$ cat src/design/imu_cal_pkg.sv
// Shared types, widths and register indexes for the IMU axis calibration block.
`default_nettype none

package imu_cal_pkg;

    localparam int SAMPLE_W  = 16;   // input sample width
    localparam int COEF_W    = 16;   // default coefficient width
    localparam int RESULT_W  = 32;   // calibrated output width
    localparam int TMP_W     = 18;   // rotated intermediate width
    localparam int ROT_FRAC  = 14;   // Q2.14 matrix coefficients
    localparam int LIN_FRAC  = 12;   // Q4.12 linear gain
    localparam int QUAD_FRAC = 28;   // output scale of the gain sum
    localparam int CFG_W     = 48;   // configuration register width
    localparam int CFG_IDX_W = 3;
    localparam int NUM_AXES  = 3;

    typedef logic [CFG_IDX_W-1:0] t_cfg_idx;

    localparam t_cfg_idx REG_BIAS      = 3'd0;
    localparam t_cfg_idx REG_ROT_ROW0  = 3'd1;
    localparam t_cfg_idx REG_ROT_ROW1  = 3'd2;
    localparam t_cfg_idx REG_ROT_ROW2  = 3'd3;
    localparam t_cfg_idx REG_GAIN_LIN  = 3'd4;
    localparam t_cfg_idx REG_GAIN_QUAD = 3'd5;

    typedef struct packed {
        logic signed [SAMPLE_W-1:0] sample_x;
        logic signed [SAMPLE_W-1:0] sample_y;
        logic signed [SAMPLE_W-1:0] sample_z;
    } t_sample;

    typedef struct packed {
        logic signed [RESULT_W-1:0] cal_x;
        logic signed [RESULT_W-1:0] cal_y;
        logic signed [RESULT_W-1:0] cal_z;
        logic                       clipped;
    } t_result;

endpackage

`default_nettype wire

$ cat src/design/imu_cal_cfg.sv
// Configuration registers and coefficient field unpacking.
`default_nettype none

module imu_cal_cfg #(
    parameter int COEF_WIDTH = imu_cal_pkg::COEF_W
) (
    input  logic                                  i_clk,
    input  logic                                  i_rst_n,
    input  logic                                  i_cfg_we,
    input  imu_cal_pkg::t_cfg_idx                 i_cfg_addr,
    input  logic [imu_cal_pkg::CFG_W-1:0]         i_cfg_data,
    output logic signed [imu_cal_pkg::SAMPLE_W-1:0] o_bias [3],
    output logic signed [COEF_WIDTH-1:0]          o_rot  [3][3],
    output logic signed [COEF_WIDTH-1:0]          o_lin  [3],
    output logic signed [COEF_WIDTH-1:0]          o_quad [3]
);
    import imu_cal_pkg::*;

    // fields of the upper slot may run past bit 47; those bits read as zero
    localparam int EXT_C = (3 * COEF_WIDTH > CFG_W) ? 3 * COEF_WIDTH : CFG_W;
    localparam int EXT_S = (3 * SAMPLE_W > CFG_W) ? 3 * SAMPLE_W : CFG_W;

    localparam logic [63:0] ONE_ROT = 64'd1 << ROT_FRAC;
    localparam logic [63:0] ONE_LIN = 64'd1 << LIN_FRAC;

    localparam logic [CFG_W-1:0] RST_ROT0 = CFG_W'(ONE_ROT);
    localparam logic [CFG_W-1:0] RST_ROT1 = CFG_W'(ONE_ROT << COEF_WIDTH);
    localparam logic [CFG_W-1:0] RST_ROT2 = CFG_W'(ONE_ROT << (2 * COEF_WIDTH));
    localparam logic [CFG_W-1:0] RST_LIN  =
        CFG_W'(ONE_LIN | (ONE_LIN << COEF_WIDTH) | (ONE_LIN << (2 * COEF_WIDTH)));

    logic [CFG_W-1:0] r_bias;
    logic [CFG_W-1:0] r_rot0;
    logic [CFG_W-1:0] r_rot1;
    logic [CFG_W-1:0] r_rot2;
    logic [CFG_W-1:0] r_lin;
    logic [CFG_W-1:0] r_quad;

    logic [EXT_S-1:0] bias_ext;
    logic [EXT_C-1:0] rot_ext [3];
    logic [EXT_C-1:0] lin_ext;
    logic [EXT_C-1:0] quad_ext;

    always_ff @(posedge i_clk) begin
        if (!i_rst_n) begin
            r_bias <= '0;
            r_rot0 <= RST_ROT0;
            r_rot1 <= RST_ROT1;
            r_rot2 <= RST_ROT2;
            r_lin  <= RST_LIN;
            r_quad <= '0;
        end else if (i_cfg_we) begin
            case (i_cfg_addr)
                REG_BIAS:      r_bias <= i_cfg_data;
                REG_ROT_ROW0:  r_rot0 <= i_cfg_data;
                REG_ROT_ROW1:  r_rot1 <= i_cfg_data;
                REG_ROT_ROW2:  r_rot2 <= i_cfg_data;
                REG_GAIN_LIN:  r_lin  <= i_cfg_data;
                REG_GAIN_QUAD: r_quad <= i_cfg_data;
                default: ;
            endcase
        end
    end

    assign bias_ext   = EXT_S'(r_bias);
    assign rot_ext[0] = EXT_C'(r_rot0);
    assign rot_ext[1] = EXT_C'(r_rot1);
    assign rot_ext[2] = EXT_C'(r_rot2);
    assign lin_ext    = EXT_C'(r_lin);
    assign quad_ext   = EXT_C'(r_quad);

    for (genvar j = 0; j < 3; j++) begin : g_col
        assign o_bias[j] = bias_ext[j*SAMPLE_W +: SAMPLE_W];
        assign o_lin[j]  = lin_ext[j*COEF_WIDTH +: COEF_WIDTH];
        assign o_quad[j] = quad_ext[j*COEF_WIDTH +: COEF_WIDTH];
        for (genvar i = 0; i < 3; i++) begin : g_row
            assign o_rot[i][j] = rot_ext[i][j*COEF_WIDTH +: COEF_WIDTH];
        end
    end

endmodule

`default_nettype wire

$ cat config.mk
export PLATFORM = sky130hd
export DESIGN_NAME = imu_cal_cfg
export DESIGN_NICKNAME = d
export VERILOG_FILES = /design/src/design/imu_cal_pkg.sv /design/src/design/imu_cal_cfg.sv
export SDC_FILE = /design/constraint.sdc
export NUM_CORES = 1
export LEC_CHECK = 0
export BUFFER_PORTS_ARGS = -buffer_cell sky130_fd_sc_hd__buf_2
export CAP_MARGIN = 20
export CORE_MARGIN = 3
export CORE_UTILIZATION = 49
export DETAILED_ROUTE_END_ITERATION = 6
export GPL_ROUTABILITY_DRIVEN = 1
export HOLD_SLACK_MARGIN = 0.03
export MAX_ROUTING_LAYER = met4
export PLACE_DENSITY = 0.79
export SYNTH_ARGS = -nofsm -noshare
export SYNTH_HDL_FRONTEND = slang
export SYNTH_SLANG_ARGS = --single-unit
$ cat constraint.sdc
create_clock -name i_clk -period 1.6 [get_ports i_clk]
set_clock_uncertainty 0.1 [all_clocks]
set_input_delay 0.16 -clock i_clk [delete_from_list [all_inputs] [get_ports i_clk]]
set_output_delay 0.16 -clock i_clk [all_outputs]
set_load 0.1 [all_outputs]
==> run summary <==
Die height = 152 um
I/O Pins = 342
# diodes = 0
Mapped Cells = 996
Post-Layout Cell Count = 1659
Vias per cell = 5.13
Comb pwr share = 13.9%
Drt pass-1 iters = 4
Simple-gate share of the synthesized area = 13.4%
Async S/R FF share, synth = 0%
Power density cells = 1130 nW/um^2
All-layer global routing usage = 24.8%
Largest net degree at the start of global routing = 49
Post-synthesis register bit count = 288
DRC = 0
Setup CP Type = reg -> out
Post-synthesis compound-gate area fraction = 0%
DR iter-0 viols = 266
EDFF count, synth = 0
RSZ-0062 raised after global routing = no
Sequential Power Share = 46.5%
Most numerous cell in the Yosys netlist = nand2_1
Post-CTS Repair Setup Buffers = 0
Area grow syn2layout = 36.2%
Share of cells above drive strength 1 = 29.7%
Status = finished clean
VDD IR max = 0.000797 V
Critical path, cell by cell = buf_2
Pwr Total = 15.9 mW
First-pass GRT wire length = 44500 um
Vias = 8506
Setup TNS = 0 ns
Clk slew on worst S/H paths = 0.06 ns
Main area contributors after synthesis = dfxtp_1 (56%), mux2i_1 (28%), nand2_1 (12%)
Yosys cell types = 13
Num rows = 52
Final core utilization = 68.8%
Seq/Total Area, Yosys = 55.5%
Mapped Nets = 1050
Prevailing post-synth register cell = dfxtp_1
Post-DRT Antenna Nets = 0
Biggest area consumer among synthesized cells = dfxtp_1
Max_cap viols = 0
Die area = 23000 um^2
Internal = 11.5 mW
Fin. Hold Viols = 0
Crit-path max cell delay = 0.44 ns
Final wirelength = 29600 um
Largest family of logic cells by synthesized area = multiplexers
DP HPWL = 19900 um
Setup violations, final = 0
Synthesized area = 10400 um^2
Starting density of the core = 50.5%
Post-synth top area share = 55.5%
Core outline area = 20600 um^2
Clock Sinks = 288
Synth cell count leaders = nand2_1 (330), dfxtp_1 (288), mux2i_1 (288), clkbuf_1 (38), buf_2 (19)
Critical path required time = 1.34 ns
Total Nets Final = 1427
Grt ovf = 0
Root Buffer = clkbuf_16
Post-layout min period = 1.58 ns
Slowest stage cell, crit path = buf_2
Syn avg cell area = 10.4 um^2
Worst Tran Pin Value = 0.520 ns
DP Cell Count = 1564
I/O Buffers = 341
Worst path top cell family by delay = buffers and inverters
Nature of the critical path endpoint = output pin
WL/cell = 17.8 um
Period utilization = 99.0%
WHS = 0.0693 ns
Area share of fa/ha/maj cells after synthesis = 0%
Worst path buffer plus inverter count = 1
Vias in the first global route = 8499
Ys Warns = 0
H-tree depth = 1
CTS tree = built
Total CTS buffers = 29
Clock share of power = 39.6%
Crit path max fanout = 2
F_max = 631 MHz
LEAKAGE = 7.64 nW
Psw = 4.46 mW
Hold crit path type = in -> reg
Mux cell area share after synthesis = 27.8%
Worst R2R Setup Slack = 0.81 ns
Crit path launch type = flop
Sw frac = 28.0%
Clk_lat worst skew = 0.52 ns
XOR/XNOR Fraction of Synth Area = 0%
Gpl congestion = 0.792
Die outline width = 152 um
Arr. time, crit path = 1.32 ns
Longest Clk Path Bufs = 3
Max-slew violation count = 0
Rel. slew slack = 65.6%
Antenna violations before repair = 0
-- kinds of logic after synthesis --
| logic type | after synthesis |
|---|---|
| flip-flops | 288 |
| buffers and inverters | 71 |
| multiplexers | 288 |
| AND/OR/NAND/NOR | 349 |
-- sequential cells by signal (all words and copies together) (netlist names) --
signal / count
bias_ext: 48
r_rot1: 48
quad_ext: 48
r_rot0: 48
r_rot2: 48
lin_ext: 48
-- final cells by class --
cell class              count  area (um^2)
multi-input cells         637         4330
repair buffers            417         2840
clock buffers              41          811
clock inverters             6         57.6
well taps                 270          338
fillers                  1500         6410
flip-flops and latches    288         5770
-- cell usage in the layout (no fill, tap or decap), drive strengths merged --
master         n
and4bb         1
buf          287
bufinv         1
clkbuf       123
clkinv         4
clkinvlp       1
dfxtp        288
dlygate4sd3   48
mux2i        288
nand2        330
nand4b         2
nand4bb        3
nor2b         12
nor4b          1
-- worst paths after layout --
kind | cells past startpoint | from | to
worst max-delay path | 1 | bias_ext[2] | o_bias[34]
worst min-delay path | 3 | i_cfg_data[31] | bias_ext[31]
worst max register to register | 2 | r_rot1[19] | r_rot1[19]
worst min register to register | 2 | bias_ext[17] | bias_ext[17]
-- through the flow --
step / cell area [um^2] / setup slack (ns)
floorplan: 10400 / 0.263
global placement: 12600 / 0.161
detailed placement: 12600 / 0.0763
CTS: 13900 / 0.00000722
global route: 14100 / 0.000274
finish: 14100 / 0.0164
-- layer usage --
layer  up-vias  track usage [%]  routed length (um)
li1       4036                -                   -
met4         0             9.21                1030
met2       312             42.0               14500
met1      4083             29.5               12000
met5         -                -                   0
met3        75             4.94                1990
-- power groups by stage --
stage	registers, mW	clock network [mW]	logic, mW
final	7.42	6.30	2.22
after global routing	7.43	6.66	2.30
after CTS	7.41	6.38	2.19
after detailed placement	7.57	0	2.09
after global placement	7.56	0	2.08
after floorplan	8.70	0	0.485
-- timing repair --
item | in CTS | in global routing
endpoints found under the hold margin | 282 | 0
endpoints found under the setup margin | 7 | 82
resized for setup | 7 | 82
hold buffers | 48 | 0
Power figures use the tool's default switching activity.
